**src/sv/srmm_pkg.sv**
```systemverilog
`timescale 1ns / 1ps
package srmm_pkg;

  // fixed field widths of the ports
  localparam int DIM_W  = 5;
  localparam int IN_W   = 32;
  localparam int OUT_W  = 32;
  localparam int CNT_W  = 2 * DIM_W;
  localparam int STEP_W = 4;

  // register indexes on the configuration port
  localparam logic CFG_ROW_COUNT = 1'b0;
  localparam logic CFG_COL_COUNT = 1'b1;

  // microcode steps
  localparam logic [STEP_W-1:0] STEP_IDLE    = 4'd0;
  localparam logic [STEP_W-1:0] STEP_INIT    = 4'd1;
  localparam logic [STEP_W-1:0] STEP_RD_A    = 4'd2;
  localparam logic [STEP_W-1:0] STEP_LO_RD_B = 4'd3;
  localparam logic [STEP_W-1:0] STEP_HI_NEXT = 4'd4;
  localparam logic [STEP_W-1:0] STEP_TEST    = 4'd5;
  localparam logic [STEP_W-1:0] STEP_PROBE   = 4'd6;
  localparam logic [STEP_W-1:0] STEP_CMP     = 4'd7;
  localparam logic [STEP_W-1:0] STEP_ROW_END = 4'd8;
  localparam logic [STEP_W-1:0] STEP_DECIDE  = 4'd9;
  localparam logic [STEP_W-1:0] STEP_DONE    = 4'd10;

  // jump conditions
  localparam logic [2:0] COND_NONE      = 3'd0;
  localparam logic [2:0] COND_ALWAYS    = 3'd1;
  localparam logic [2:0] COND_START     = 3'd2;
  localparam logic [2:0] COND_MORE_ROWS = 3'd3;
  localparam logic [2:0] COND_EMPTY     = 3'd4;
  localparam logic [2:0] COND_N_ZERO    = 3'd5;
  localparam logic [2:0] COND_OUT_FREE  = 3'd6;

  // read address select
  localparam logic [1:0] ADDR_BASE  = 2'd0;
  localparam logic [1:0] ADDR_LAST  = 2'd1;
  localparam logic [1:0] ADDR_PROBE = 2'd2;

  // bound register ops (shared by low and high bound)
  localparam logic [1:0] BND_HOLD   = 2'd0;
  localparam logic [1:0] BND_LOAD   = 2'd1;
  localparam logic [1:0] BND_DECIDE = 2'd2;

  localparam logic [1:0] ROW_HOLD  = 2'd0;
  localparam logic [1:0] ROW_CLEAR = 2'd1;
  localparam logic [1:0] ROW_NEXT  = 2'd2;

  localparam logic [1:0] PRB_HOLD  = 2'd0;
  localparam logic [1:0] PRB_RESET = 2'd1;
  localparam logic [1:0] PRB_STEP  = 2'd2;

  localparam logic [1:0] CNT_HOLD  = 2'd0;
  localparam logic [1:0] CNT_CLEAR = 2'd1;
  localparam logic [1:0] CNT_ADD   = 2'd2;

  localparam logic [1:0] BEST_HOLD   = 2'd0;
  localparam logic [1:0] BEST_INIT   = 2'd1;
  localparam logic [1:0] BEST_DECIDE = 2'd2;

  typedef struct packed {
    logic [2:0]        cond;
    logic [STEP_W-1:0] target;
    logic              hold;
    logic              mem_rd;
    logic [1:0]        addr_sel;
    logic [1:0]        lo_op;
    logic [1:0]        hi_op;
    logic [1:0]        row_op;
    logic [1:0]        prb_op;
    logic [1:0]        cnt_op;
    logic              mid_ld;
    logic [1:0]        best_op;
    logic              rank_ld;
    logic              out_ld;
  } ctrl_t;

  typedef struct packed {
    logic more_rows;
    logic empty;
    logic n_zero;
  } flags_t;

  typedef struct packed {
    logic   start;
    logic   out_free;
    flags_t dp;
  } status_t;

  // control store
  function automatic ctrl_t ucode(input logic [STEP_W-1:0] step);
    ctrl_t w;
    w = '0;
    unique case (step)
      STEP_IDLE: begin
        w.cond   = COND_START;
        w.target = STEP_INIT;
        w.hold   = 1'b1;
      end
      STEP_INIT: begin
        w.row_op  = ROW_CLEAR;
        w.rank_ld = 1'b1;
        w.best_op = BEST_INIT;
      end
      STEP_RD_A: begin
        w.mem_rd   = 1'b1;
        w.addr_sel = ADDR_BASE;
      end
      STEP_LO_RD_B: begin
        w.lo_op    = BND_LOAD;
        w.mem_rd   = 1'b1;
        w.addr_sel = ADDR_LAST;
      end
      STEP_HI_NEXT: begin
        w.hi_op  = BND_LOAD;
        w.row_op = ROW_NEXT;
        w.cond   = COND_MORE_ROWS;
        w.target = STEP_RD_A;
      end
      STEP_TEST: begin
        w.cond   = COND_EMPTY;
        w.target = STEP_DONE;
        w.mid_ld = 1'b1;
        w.row_op = ROW_CLEAR;
        w.prb_op = PRB_RESET;
        w.cnt_op = CNT_CLEAR;
      end
      STEP_PROBE: begin
        w.cond     = COND_N_ZERO;
        w.target   = STEP_ROW_END;
        w.mem_rd   = 1'b1;
        w.addr_sel = ADDR_PROBE;
      end
      STEP_CMP: begin
        w.prb_op = PRB_STEP;
        w.cond   = COND_ALWAYS;
        w.target = STEP_PROBE;
      end
      STEP_ROW_END: begin
        w.cnt_op = CNT_ADD;
        w.row_op = ROW_NEXT;
        w.prb_op = PRB_RESET;
        w.cond   = COND_MORE_ROWS;
        w.target = STEP_PROBE;
      end
      STEP_DECIDE: begin
        w.lo_op   = BND_DECIDE;
        w.hi_op   = BND_DECIDE;
        w.best_op = BEST_DECIDE;
        w.cond    = COND_ALWAYS;
        w.target  = STEP_TEST;
      end
      STEP_DONE: begin
        w.out_ld = 1'b1;
        w.cond   = COND_OUT_FREE;
        w.target = STEP_IDLE;
        w.hold   = 1'b1;
      end
      default: begin
        w.cond   = COND_ALWAYS;
        w.target = STEP_IDLE;
      end
    endcase
    return w;
  endfunction

endpackage

```
**src/sv/srmm_seq.sv**
```systemverilog
`timescale 1ns / 1ps
module srmm_seq (
  input  logic                          clk,
  input  logic                          rst_n,
  input  srmm_pkg::status_t             status,
  output srmm_pkg::ctrl_t               ctrl,
  output logic [srmm_pkg::STEP_W-1:0]   step
);
  import srmm_pkg::*;

  logic [STEP_W-1:0] step_r;
  logic [STEP_W-1:0] step_nxt;
  logic              hit;

  assign ctrl = ucode(step_r);
  assign step = step_r;

  always_comb begin
    case (ctrl.cond)
      COND_ALWAYS:    hit = 1'b1;
      COND_START:     hit = status.start;
      COND_MORE_ROWS: hit = status.dp.more_rows;
      COND_EMPTY:     hit = status.dp.empty;
      COND_N_ZERO:    hit = status.dp.n_zero;
      COND_OUT_FREE:  hit = status.out_free;
      default:        hit = 1'b0;
    endcase
    if (hit) begin
      step_nxt = ctrl.target;
    end else if (ctrl.hold) begin
      step_nxt = step_r;
    end else begin
      step_nxt = step_r + 1'b1;
    end
  end

  always_ff @(posedge clk) begin
    if (!rst_n) begin
      step_r <= STEP_IDLE;
    end else begin
      step_r <= step_nxt;
    end
  end

endmodule

```
**config.mk**
```make
export PLATFORM = sky130hd
export DESIGN_NAME = srmm_seq
export DESIGN_NICKNAME = d
export VERILOG_FILES = /design/src/sv/srmm_pkg.sv /design/src/sv/srmm_seq.sv
export SDC_FILE = /design/constraint.sdc
export NUM_CORES = 1
export LEC_CHECK = 0
export CORE_MARGIN = 4
export CORE_UTILIZATION = 43
export CTS_CLUSTER_DIAMETER = 60
export DETAILED_ROUTE_END_ITERATION = 10
export DONT_BUFFER_PORTS = 1
export GPL_TIMING_DRIVEN = 0
export HOLD_SLACK_MARGIN = 0.06
export SYNTH_ARGS = -nofsm -noshare
export SYNTH_HDL_FRONTEND = slang
export SYNTH_SLANG_ARGS = --single-unit
```
**constraint.sdc**
```tcl
create_clock -name clk -period 2.5 [get_ports clk]
set_input_delay 0.5 -clock clk [delete_from_list [all_inputs] [get_ports clk]]
set_output_delay 0.5 -clock clk [all_outputs]
set_load 0.02 [all_outputs]
```
==> reports/results.ini <==
[run_status]
status = completed

[placed_design]
place_area_um2 = 726
place_congestion = 0.831
hpwl_mm = 1.39
pre_cts_slack_ns = -0.0443
port_buffers = 0
dp.cells = 101

[clocking]
clock-root-buffer = clkbuf_4
cts_buffer_depth = 2
cts.sinks = 4
htreeDepth = 1
cts_inserted_buffers = 3
clk_latency_ns = 0.23
cts-hold-fix-buffers = 0
cts_tree = yes
clkSlewWorstSetupHoldPaths_ns = 0.03

[job]
max-cap-violations = 0

[floorplanning]
dieArea_um2 = 2350
io_pins = 37
chipWidth_um = 48.5
die_y_um = 48.5
row_count = 14
start_util_pct = 46.3
core_area_um2 = 1520

[synth]
ys_seq_area_share_pct = 11.3
synth_nets = 96
syn_area_um2 = 706
synth_top_area_share_pct = 11.3
avgSynthCellArea_um2 = 8.30
yosysWarnings = 0
postSynthCellCount = 85
ys_top_cells_by_area = dfxtp_1, and2_1, ha_1
synth_top_area_cell = dfxtp_1
synth-seq-cells = 4
ys_types = 40

[sta]
worst_slack_ns = 0.122
fin_skew_ns = 0.00218
post-route-min-period_ns = 2.38
fin_hold_ws_ns = 0.400
rsz0062_at_grt = false
slew_headroom_pct = 60.3
timing.fmax_ghz = 0.420
slew_viol_final = 0
worst_pin_slew_ns = 0.595
post-route-period-util_pct = 95.1
setup_viol = 0
hold_viol = 0

[grt]
gr-total-overflow = 0
antenna_found_initial = 0
grt_pass1_wl_mm = 2.79
grt_max_degree = 11
grt_pass1_vias = 568
grt_usage_pct = 14.2

[routing]
viasPerCell = 6.13
wl_per_cell_um = 16.6
routed_wl_mm = 1.73
drt.antenna.violating_nets = 0
vias = 638
initialDrtViolationCount = 7
drc = 0
firstDrtPassIters = 4

[setup_path]
cp_num_buf_inv = 2
slowest_stage = a221oi_4
start_kind = flop
worstPathRequired_ns = 2.00
cp_max_fo = 10
crit_type = reg -> out
end_kind = output pin
crit_arrival_ns = 1.88
cpPeakStageDelay_ns = 0.58
worstPathCellList = inv_1 > ha_1 > buf_6 > or2_4 > a221oi_4
critPathTopFamily = compound AO/OA/AOI/OAI gates

[power]
seqPwrFrac_pct = 14.1
switching_power_mw = 0.651
power_leakage_nw = 0.340
power.density_nw_per_um2 = 1490
pwr-share-clk_pct = 6.6
sw_frac_of_total_pct = 56.9
p_int_mw = 0.494
peakVddDrop_v = 0.000814
combPwrFrac_pct = 79.3

[layout]
largest_register_ffs = 4
synthToLayoutAreaGrowth_pct = 8.69
final_cell_mix = and2_1, inv_1, a21oi_1
nFillCells = 159
diodes = 0
final_common_cell = and2_1
final_cells = 104
drive_gt1_share_pct = 33.0
fin_nets = 101
fin_area_um2 = 767

[worst_hold_path]
min_path_type = in -> reg

[per-layer routing]
| layer | wire [um] | vias up | GRT usage [%] |
|---|---|---|---|
| met4 | 0 | 0 | 5.38 |
| met3 | 146 | 0 | 3.68 |
| met2 | 812 | 23 | 21.5 |
| met5 | 0 | - | 0 |
| li1 | - | 309 | - |
| met1 | 766 | 306 | 19.1 |
[synthesized netlist by cell type, drive strengths merged]
cell	n
o211a	1
nand2	3
nand3	3
or3	1
nand4	1
ha	4
a211oi	1
o21ai	5
nor2b	2
a211o	1
o221ai	1
nand2b	3
dfxtp	4
xnor2	2
o311a	2
a21oi	6
a221oi	2
o31ai	1
inv	6
o21bai	1
o21a	1
a32o	1
a21o	1
nor4b	1
nor3b	1
mux2	1
and3	1
nor3	3
or2	5
and2	9
a21boi	1
and3b	1
nor2	2
buf	7
[logic make-up after synthesis]
family / after synthesis / share of synthesized area [%]
AOI/OAI and AO/OA: 25 / 30.7
buffers and inverters: 13 / 12.8
xor gates and xnor gates: 2 / 2.48
DFF: 4 / 11.3
muxes: 1 / 1.60
and+or+nand+nor: 36 / 34.0
adders and majority gates: 4 / 7.09
[worst register-to-register path, cell delays in order (launching register included)]
cell and delay (ns):
dfxtp_4 0.40, inv_1 0.08, ha_1 0.21, buf_6 0.14
or2_4 0.24, a221oi_4 0.58, o21ai_1 0.21, a21oi_1 0.23
nor3b_2 0.06
[cell type report]
class / instances / area, um^2 / area share (%)
Multi-Input combinational cell: 68 / 547 / 71.3
Sequential cell: 4 / 87.6 / 11.4
Buffer: 7 / 67.6 / 8.81
Clock buffer: 3 / 22.5 / 2.94
Inverter: 6 / 22.5 / 2.94
Tap cell: 16 / 20.0 / 2.61
[power groups by stage]
stage                     sequential, mW  clock (mW)  combinational [mW]
after CTS                          0.161      0.0813               0.905
after global routing               0.166      0.0854               0.991
after detailed placement           0.157           0               0.898
final                              0.161      0.0761               0.908
after floorplan                    0.144           0               0.782
after global placement             0.156           0               0.896
[stage by stage]
step	total power [mW]	setup TNS, ns	utilization [%]
floorplan	0.926	0	-
global placement	1.05	-0.00988	47.6
detailed placement	1.05	-0.0443	47.6
CTS	1.15	0	49.8
global route	1.24	0	50.3
finish	1.14	0	50.3
[path summary, 6_finish.rpt]
path / from / to / slack, ns / cells after the start
setup / recovery: step[0] / ctrl[23] / 0.12 / 5
hold / removal: rst_n / step[3] / 0.40 / 1
setup reg to reg: step[0] / step[1] / 0.22 / 8
hold reg to reg: step[0] / step[0] / 0.66 / 3
[what timing repair did]
| action | CTS | global route |
|---|---|---|
| buffers inserted | 0 | 0 |
| setup endpoints to repair | 4 | 3 |
| endpoints found under the hold margin | 0 | 0 |
| pin swaps | 0 | 1 |
| gates resized for setup | 4 | 5 |
Power figures use the tool's default switching activity.
