--- src/sv/srmm_pkg.sv ---
`timescale 1ns / 1ps
package srmm_pkg;

  // fixed field widths of the ports
  localparam int DIM_W  = 5;
  localparam int IN_W   = 32;
  localparam int OUT_W  = 32;
  localparam int CNT_W  = 2 * DIM_W;
  localparam int STEP_W = 4;

  // register indexes on the configuration port
  localparam logic CFG_ROW_COUNT = 1'b0;
  localparam logic CFG_COL_COUNT = 1'b1;

  // microcode steps
  localparam logic [STEP_W-1:0] STEP_IDLE    = 4'd0;
  localparam logic [STEP_W-1:0] STEP_INIT    = 4'd1;
  localparam logic [STEP_W-1:0] STEP_RD_A    = 4'd2;
  localparam logic [STEP_W-1:0] STEP_LO_RD_B = 4'd3;
  localparam logic [STEP_W-1:0] STEP_HI_NEXT = 4'd4;
  localparam logic [STEP_W-1:0] STEP_TEST    = 4'd5;
  localparam logic [STEP_W-1:0] STEP_PROBE   = 4'd6;
  localparam logic [STEP_W-1:0] STEP_CMP     = 4'd7;
  localparam logic [STEP_W-1:0] STEP_ROW_END = 4'd8;
  localparam logic [STEP_W-1:0] STEP_DECIDE  = 4'd9;
  localparam logic [STEP_W-1:0] STEP_DONE    = 4'd10;

  // jump conditions
  localparam logic [2:0] COND_NONE      = 3'd0;
  localparam logic [2:0] COND_ALWAYS    = 3'd1;
  localparam logic [2:0] COND_START     = 3'd2;
  localparam logic [2:0] COND_MORE_ROWS = 3'd3;
  localparam logic [2:0] COND_EMPTY     = 3'd4;
  localparam logic [2:0] COND_N_ZERO    = 3'd5;
  localparam logic [2:0] COND_OUT_FREE  = 3'd6;

  // read address select
  localparam logic [1:0] ADDR_BASE  = 2'd0;
  localparam logic [1:0] ADDR_LAST  = 2'd1;
  localparam logic [1:0] ADDR_PROBE = 2'd2;

  // bound register ops (shared by low and high bound)
  localparam logic [1:0] BND_HOLD   = 2'd0;
  localparam logic [1:0] BND_LOAD   = 2'd1;
  localparam logic [1:0] BND_DECIDE = 2'd2;

  localparam logic [1:0] ROW_HOLD  = 2'd0;
  localparam logic [1:0] ROW_CLEAR = 2'd1;
  localparam logic [1:0] ROW_NEXT  = 2'd2;

  localparam logic [1:0] PRB_HOLD  = 2'd0;
  localparam logic [1:0] PRB_RESET = 2'd1;
  localparam logic [1:0] PRB_STEP  = 2'd2;

  localparam logic [1:0] CNT_HOLD  = 2'd0;
  localparam logic [1:0] CNT_CLEAR = 2'd1;
  localparam logic [1:0] CNT_ADD   = 2'd2;

  localparam logic [1:0] BEST_HOLD   = 2'd0;
  localparam logic [1:0] BEST_INIT   = 2'd1;
  localparam logic [1:0] BEST_DECIDE = 2'd2;

  typedef struct packed {
    logic [2:0]        cond;
    logic [STEP_W-1:0] target;
    logic              hold;
    logic              mem_rd;
    logic [1:0]        addr_sel;
    logic [1:0]        lo_op;
    logic [1:0]        hi_op;
    logic [1:0]        row_op;
    logic [1:0]        prb_op;
    logic [1:0]        cnt_op;
    logic              mid_ld;
    logic [1:0]        best_op;
    logic              rank_ld;
    logic              out_ld;
  } ctrl_t;

  typedef struct packed {
    logic more_rows;
    logic empty;
    logic n_zero;
  } flags_t;

  typedef struct packed {
    logic   start;
    logic   out_free;
    flags_t dp;
  } status_t;

  // control store
  function automatic ctrl_t ucode(input logic [STEP_W-1:0] step);
    ctrl_t w;
    w = '0;
    unique case (step)
      STEP_IDLE: begin
        w.cond   = COND_START;
        w.target = STEP_INIT;
        w.hold   = 1'b1;
      end
      STEP_INIT: begin
        w.row_op  = ROW_CLEAR;
        w.rank_ld = 1'b1;
        w.best_op = BEST_INIT;
      end
      STEP_RD_A: begin
        w.mem_rd   = 1'b1;
        w.addr_sel = ADDR_BASE;
      end
      STEP_LO_RD_B: begin
        w.lo_op    = BND_LOAD;
        w.mem_rd   = 1'b1;
        w.addr_sel = ADDR_LAST;
      end
      STEP_HI_NEXT: begin
        w.hi_op  = BND_LOAD;
        w.row_op = ROW_NEXT;
        w.cond   = COND_MORE_ROWS;
        w.target = STEP_RD_A;
      end
      STEP_TEST: begin
        w.cond   = COND_EMPTY;
        w.target = STEP_DONE;
        w.mid_ld = 1'b1;
        w.row_op = ROW_CLEAR;
        w.prb_op = PRB_RESET;
        w.cnt_op = CNT_CLEAR;
      end
      STEP_PROBE: begin
        w.cond     = COND_N_ZERO;
        w.target   = STEP_ROW_END;
        w.mem_rd   = 1'b1;
        w.addr_sel = ADDR_PROBE;
      end
      STEP_CMP: begin
        w.prb_op = PRB_STEP;
        w.cond   = COND_ALWAYS;
        w.target = STEP_PROBE;
      end
      STEP_ROW_END: begin
        w.cnt_op = CNT_ADD;
        w.row_op = ROW_NEXT;
        w.prb_op = PRB_RESET;
        w.cond   = COND_MORE_ROWS;
        w.target = STEP_PROBE;
      end
      STEP_DECIDE: begin
        w.lo_op   = BND_DECIDE;
        w.hi_op   = BND_DECIDE;
        w.best_op = BEST_DECIDE;
        w.cond    = COND_ALWAYS;
        w.target  = STEP_TEST;
      end
      STEP_DONE: begin
        w.out_ld = 1'b1;
        w.cond   = COND_OUT_FREE;
        w.target = STEP_IDLE;
        w.hold   = 1'b1;
      end
      default: begin
        w.cond   = COND_ALWAYS;
        w.target = STEP_IDLE;
      end
    endcase
    return w;
  endfunction

endpackage

--- src/sv/srmm_dp.sv ---
`timescale 1ns / 1ps
module srmm_dp #(
  parameter int MAX_ROWS = 16,
  parameter int MAX_COLS = 16,
  parameter int AW       = 8,
  parameter int DW       = 32
) (
  input  logic                        clk,
  input  srmm_pkg::ctrl_t             ctrl,
  input  logic [srmm_pkg::DIM_W-1:0]  cfg_rows,
  input  logic [srmm_pkg::DIM_W-1:0]  cfg_cols,
  input  logic [DW-1:0]               rdata,
  output logic                        mem_rd,
  output logic [AW-1:0]               mem_addr,
  output srmm_pkg::flags_t            flags,
  output logic [DW-1:0]               best
);
  import srmm_pkg::*;

  localparam int ADW = AW + DIM_W + 1;
  localparam int BW  = DW + 1;

  logic [DIM_W-1:0]     rows;
  logic [DIM_W-1:0]     cols;
  logic [CNT_W:0]       rank_calc;

  logic signed [BW-1:0] lo_r, lo_nxt;
  logic signed [BW-1:0] hi_r, hi_nxt;
  logic signed [DW-1:0] mid_r;
  logic [DW-1:0]        best_r, best_nxt;
  logic [CNT_W-1:0]     rank_r;
  logic [CNT_W-1:0]     cnt_r, cnt_nxt;
  logic [DIM_W-1:0]     row_r, row_nxt;
  logic [AW-1:0]        base_r, base_nxt;
  logic [DIM_W-1:0]     first_r, first_nxt;
  logic [DIM_W-1:0]     n_r, n_nxt;

  logic [DIM_W-1:0]     half;
  logic signed [BW-1:0] elem;
  logic signed [BW:0]   mid_sum;
  logic signed [BW-1:0] mid_ext;
  logic                 below_rank;
  logic                 key_lt;

  // zero counts as one, anything above the maximum as the maximum
  always_comb begin
    if (cfg_rows == '0) begin
      rows = DIM_W'(1);
    end else if (32'(cfg_rows) > MAX_ROWS) begin
      rows = DIM_W'(MAX_ROWS);
    end else begin
      rows = cfg_rows;
    end
    if (cfg_cols == '0) begin
      cols = DIM_W'(1);
    end else if (32'(cfg_cols) > MAX_COLS) begin
      cols = DIM_W'(MAX_COLS);
    end else begin
      cols = cfg_cols;
    end
  end

  assign rank_calc  = ((CNT_W + 1)'(rows) * (CNT_W + 1)'(cols) + 1'b1) >> 1;
  assign half       = n_r >> 1;
  assign elem       = BW'($signed(rdata));
  assign mid_sum    = (BW + 1)'(lo_r) + (BW + 1)'(hi_r);
  assign mid_ext    = BW'(mid_r);
  assign below_rank = cnt_r < rank_r;
  assign key_lt     = mid_r < $signed(rdata);

  assign flags.more_rows = (row_r + 1'b1) < rows;
  assign flags.empty     = lo_r > hi_r;
  assign flags.n_zero    = n_r == '0;

  assign mem_rd = ctrl.mem_rd;
  assign best   = best_r;

  always_comb begin
    case (ctrl.addr_sel)
      ADDR_LAST:  mem_addr = AW'(ADW'(base_r) + ADW'(cols) - ADW'(1));
      ADDR_PROBE: mem_addr = AW'(ADW'(base_r) + ADW'(first_r) + ADW'(half));
      default:    mem_addr = base_r;
    endcase
  end

  always_comb begin
    lo_nxt    = lo_r;
    hi_nxt    = hi_r;
    best_nxt  = best_r;
    cnt_nxt   = cnt_r;
    row_nxt   = row_r;
    base_nxt  = base_r;
    first_nxt = first_r;
    n_nxt     = n_r;

    case (ctrl.lo_op)
      BND_LOAD: begin
        if (row_r == '0 || elem < lo_r) begin
          lo_nxt = elem;
        end
      end
      BND_DECIDE: begin
        if (below_rank) begin
          lo_nxt = mid_ext + BW'(1);
        end
      end
      default: ;
    endcase

    case (ctrl.hi_op)
      BND_LOAD: begin
        if (row_r == '0 || elem > hi_r) begin
          hi_nxt = elem;
        end
      end
      BND_DECIDE: begin
        if (!below_rank) begin
          hi_nxt = mid_ext - BW'(1);
        end
      end
      default: ;
    endcase

    case (ctrl.best_op)
      BEST_INIT:   best_nxt = '1;
      BEST_DECIDE: begin
        if (!below_rank) begin
          best_nxt = mid_r;
        end
      end
      default: ;
    endcase

    case (ctrl.cnt_op)
      CNT_CLEAR: cnt_nxt = '0;
      CNT_ADD:   cnt_nxt = cnt_r + CNT_W'(first_r);
      default: ;
    endcase

    case (ctrl.row_op)
      ROW_CLEAR: begin
        row_nxt  = '0;
        base_nxt = '0;
      end
      ROW_NEXT: begin
        row_nxt  = row_r + 1'b1;
        base_nxt = AW'(ADW'(base_r) + ADW'(cols));
      end
      default: ;
    endcase

    // upper-bound search within one row
    case (ctrl.prb_op)
      PRB_RESET: begin
        first_nxt = '0;
        n_nxt     = cols;
      end
      PRB_STEP: begin
        if (key_lt) begin
          n_nxt = half;
        end else begin
          first_nxt = first_r + half + 1'b1;
          n_nxt     = n_r - half - 1'b1;
        end
      end
      default: ;
    endcase
  end

  always_ff @(posedge clk) begin
    lo_r    <= lo_nxt;
    hi_r    <= hi_nxt;
    best_r  <= best_nxt;
    cnt_r   <= cnt_nxt;
    row_r   <= row_nxt;
    base_r  <= base_nxt;
    first_r <= first_nxt;
    n_r     <= n_nxt;
    if (ctrl.mid_ld) begin
      mid_r <= DW'(mid_sum >>> 1);
    end
    if (ctrl.rank_ld) begin
      rank_r <= CNT_W'(rank_calc);
    end
  end

endmodule
--- config.mk ---
export PLATFORM = sky130hd
export DESIGN_NAME = srmm_dp
export DESIGN_NICKNAME = d
export VERILOG_FILES = /design/src/sv/srmm_pkg.sv /design/src/sv/srmm_dp.sv
export SDC_FILE = /design/constraint.sdc
export NUM_CORES = 1
export LEC_CHECK = 0
export BUFFER_PORTS_ARGS = -buffer_cell sky130_fd_sc_hd__buf_2
export CAP_MARGIN = 20
export CELL_PAD_IN_SITES_DETAIL_PLACEMENT = 1
export CELL_PAD_IN_SITES_GLOBAL_PLACEMENT = 1
export CORE_MARGIN = 2
export CORE_UTILIZATION = 50
export CTS_CLUSTER_DIAMETER = 40
export CTS_CLUSTER_SIZE = 30
export DETAILED_ROUTE_END_ITERATION = 10
export GPL_TIMING_DRIVEN = 0
export HOLD_SLACK_MARGIN = 0.03
export PLACE_DENSITY = 0.91
export SETUP_SLACK_MARGIN = 0.2
export SLEW_MARGIN = 20
export SYNTH_ARGS = -nofsm -noshare
export SYNTH_HDL_FRONTEND = slang
export SYNTH_SLANG_ARGS = --single-unit
--- constraint.sdc ---
create_clock -name clk -period 7.2 [get_ports clk]
set_input_delay 0.72 -clock clk [delete_from_list [all_inputs] [get_ports clk]]
set_output_delay 0.72 -clock clk [all_outputs]
set_load 0.01 [all_outputs]
==> flow_metrics.env <==
export IMPL_slew_headroom_pct=19.6
export IMPL_start_kind="primary input"
export IMPL_drt_first_pass_iters=6
export IMPL_tightest_slew_ns=1.20
export IMPL_grt_max_degree=33
export IMPL_dpl_cell_area_um2=16300
export IMPL_postCtsSetupBuffers=0
export IMPL_finalPower_w=0.00396
export IMPL_startpoint="cfg_cols[1]"
export IMPL_critical_path_max_fanout=5
export IMPL_remaining_drc_errors=0
export IMPL_critPathArrivalTime_ns=4.01
export IMPL_hold_buffers=0
export IMPL_yosysWarnings=0
export IMPL_timing_final_ws_setup_ns=2.47
export IMPL_end_kind="output pin"
export IMPL_fp_row_count=63
export IMPL_syn_to_final_growth_pct=11.3
export IMPL_synth_top_family_by_area="adder cells"
export IMPL_fmax_ghz=0.211
export IMPL_fillers=3410
export IMPL_dp_hpwl_um=40100
export IMPL_synthTopCellsByCount="ha_1, inv_1, edfxtp_1"
export IMPL_seqCellArea_um2=5190
export IMPL_htree_num_levels=4
export IMPL_internal_power_w=0.00238
export IMPL_status="finished clean"
export IMPL_cts_root_buffer="clkbuf_16"
export IMPL_synth_seq_cells=173
export IMPL_synthFlopType="edfxtp_1"
export IMPL_synth_top_area_share_pct=34.3
export IMPL_grt_pass1_wl_um=85500
export IMPL_p_switching_w=0.00158
export IMPL_dp_slack_ns=2.43
export IMPL_seqPwrFrac_pct=36.6
export IMPL_fin_crit_ns=4.73
export IMPL_wl_per_cell_um=26.2
export IMPL_synth_xor_area_share_pct=6.81
export IMPL_min_from="rdata[28]"
export IMPL_avgSynthCellArea_um2=9.40
export IMPL_clock_path_buffers=2
export IMPL_wl_um=56300
export IMPL_core_um2=29700
export IMPL_setup_viol=0
export IMPL_gp_congestion=0.933
export IMPL_worst_skew_pair_late_latency_ns=0.46
export IMPL_detail_route_vias_per_cell=6.51
export IMPL_cts_tree="yes"
export IMPL_synth_cell_types=83
export IMPL_crit_type="in -> out"
export IMPL_port_buffers=102
export IMPL_ys_seq_area_share_pct=34.3
export IMPL_die_w_um=178
export IMPL_grt_pass1_vias=14800
export IMPL_ys_top_cells_by_area="edfxtp_1, ha_1, inv_1"
export IMPL_synth_most_common_cell="ha_1"
export IMPL_drtIter0Drc=1498
export IMPL_swShare_pct=39.9
export IMPL_finalCritPeriodShare_pct=65.7
export IMPL_hold_path_class="in -> reg"
export IMPL_drv_cap=0
export IMPL_initial_core_util_pct=51.0
export IMPL_io_pins=113
export IMPL_final_cells=2146
export IMPL_power_density_nw_per_um2=235
export IMPL_vias=14000
export IMPL_fin_skew_ns=0.0218
export IMPL_synth_compound_area_share_pct=14.6
export IMPL_ctsResizeCount=0
export IMPL_r2r_start="mid_r[26]"
export IMPL_multi_input_area_um2=9070
export IMPL_antenna_found_initial=5
export IMPL_cts_sinks=173
export IMPL_yosysTopAreaCell="edfxtp_1"
export IMPL_synth_mux_area_share_pct=0.553
export IMPL_cp_required_ns=6.48
export IMPL_finalHoldViolCount=0
export IMPL_async_flop_share_pct=0
export IMPL_syn_nets=1934
export IMPL_pwr_share_clk_pct=25.0
export IMPL_nNetsFinal=2059
export IMPL_synth_fa_ha_area_share_pct=21.7
export IMPL_ant_nets=0
export IMPL_fin_area_um2=16900
export IMPL_syn_instance_count=1613
export IMPL_synth_area_um2=15200
export IMPL_cts_buffers=17
export IMPL_dp_cells=2109
export IMPL_setup_tns_ns=0
export IMPL_die_area_um2=31700
export IMPL_grt_overflow_total=0
export IMPL_p_leak_nw=7.49
export IMPL_drive_gt1_share_pct=9.42
export IMPL_synth_simple_area_share_pct=15.9
export IMPL_synth_edf_count=173
export IMPL_final_max_slew_viol_count=0
export IMPL_max_vdd_ir_drop_uv=186
export IMPL_power_frac_comb_pct=38.4
export IMPL_clk_pin_slew_ns=0.07
export IMPL_die_height_um=178
export IMPL_rsz0062_at_grt="no"
export IMPL_grtUsageTotal_pct=35.8
[routing by layer]
| layer | part of all wire (%) | track usage, % | vias up |
|---|---|---|---|
| met5 | 0 | 0 | - |
| met4 | 6.8 | 20.9 | 0 |
| met3 | 8.0 | 6.93 | 330 |
| met2 | 47 | 60.0 | 909 |
| met1 | 38 | 42.8 | 6790 |
| li1 | - | - | 5934 |
[cell families after synthesis]
| logic type | after synthesis |
|---|---|
| compound gates | 345 |
| xor+xnor | 118 |
| buf+inv | 244 |
| flops | 173 |
| fa+ha+maj | 252 |
| simple gates | 473 |
| mux | 8 |
[layout by cell type (no fill, tap or decap), types with 6 or more instances in the layout]
master     Yosys  final
and3_1        12     12
nor3_1        36     36
and2_1        25     25
a31oi_1        7      7
ha_1         233    233
clkbuf_16      0     17
o311ai_0       6      6
or3_1          6      6
buf_2          4    106
nand3_1       28     28
nor2_1       101    101
clkbuf_1      40     41
nand4_1       27     27
o21bai_1      12     12
nand2_1      117    117
o21ai_0      103    102
edfxtp_1     173    173
nand2b_1      52     52
fa_1          19     19
nor2b_1       31     31
nor4_1        10     10
xnor2_1       77     77
a21oi_1       87     87
a21boi_0       6      6
o21ai_1        5      6
inv_1        196    196
xor2_1        41     41
a21o_1        50     49
[flip-flops by register name (all words and copies together), names as in the netlist, 8 cells and up]
signal	count
lo_r	33
hi_r	33
base_r	8
mid_r	32
best	32
cnt_r	10
rank_r	10
[critical path, cell delays in order]
cell and delay (ns):
buf_2 0.10, nor3_1 0.05, nor2_1 0.16, or2_2 0.22, inv_1 0.12, ha_1 0.24
fa_1 0.42, a21o_1 0.18, a21oi_1 0.24, xnor2_1 0.20, nor3_1 0.50, mux2i_1 0.14
o31ai_1 0.28, o21ai_0 0.12, a22o_1 0.18, buf_2 0.13
[final cells by class]
type                       count  share of cell area (%)
timing repair buffer         106                    3.56
inverter                     197                    4.38
tap                          390                    2.89
buffer                        47                    1.14
clock inverter                14                   0.919
multi-input combinational   1196                    53.7
antenna                        5                  0.0741
sequential                   173                    30.8
clock buffer                  18                    2.54
[stage by stage]
| step | utilization (%) | hold slack, ns |
|---|---|---|
| 2_1_floorplan | - | 0.582 |
| 3_3_place_gp | 54.4 | 0.612 |
| 3_5_place_dp | 54.8 | 0.632 |
| 4_1_cts | 56.8 | 0.625 |
| 5_1_grt | 56.8 | 0.652 |
| 6_report | 56.8 | 0.643 |
[power groups by stage]
stage | Clock (W) | Sequential [W] | Combinational, W
finish | 0.000990 | 0.00145 | 0.00152
global route | 0.00101 | 0.00146 | 0.00163
CTS | 0.000981 | 0.00144 | 0.00147
detailed placement | 0 | 0.00146 | 0.00140
global placement | 0 | 0.00145 | 0.00126
floorplan | 0 | 0.00140 | 0.000953
[path summary, 6_finish.rpt]
| kind | cells past startpoint | endpoint | slack (ns) |
|---|---|---|---|
| max | 16 | mem_addr[7] | 2.47 |
| min | 3 | lo_r[28] | 0.64 |
| max reg2reg | 8 | n_r[3] | 3.22 |
| min reg2reg | 1 | row_r[0] | 0.65 |
Note: power is estimated with default switching activity, not from simulation.
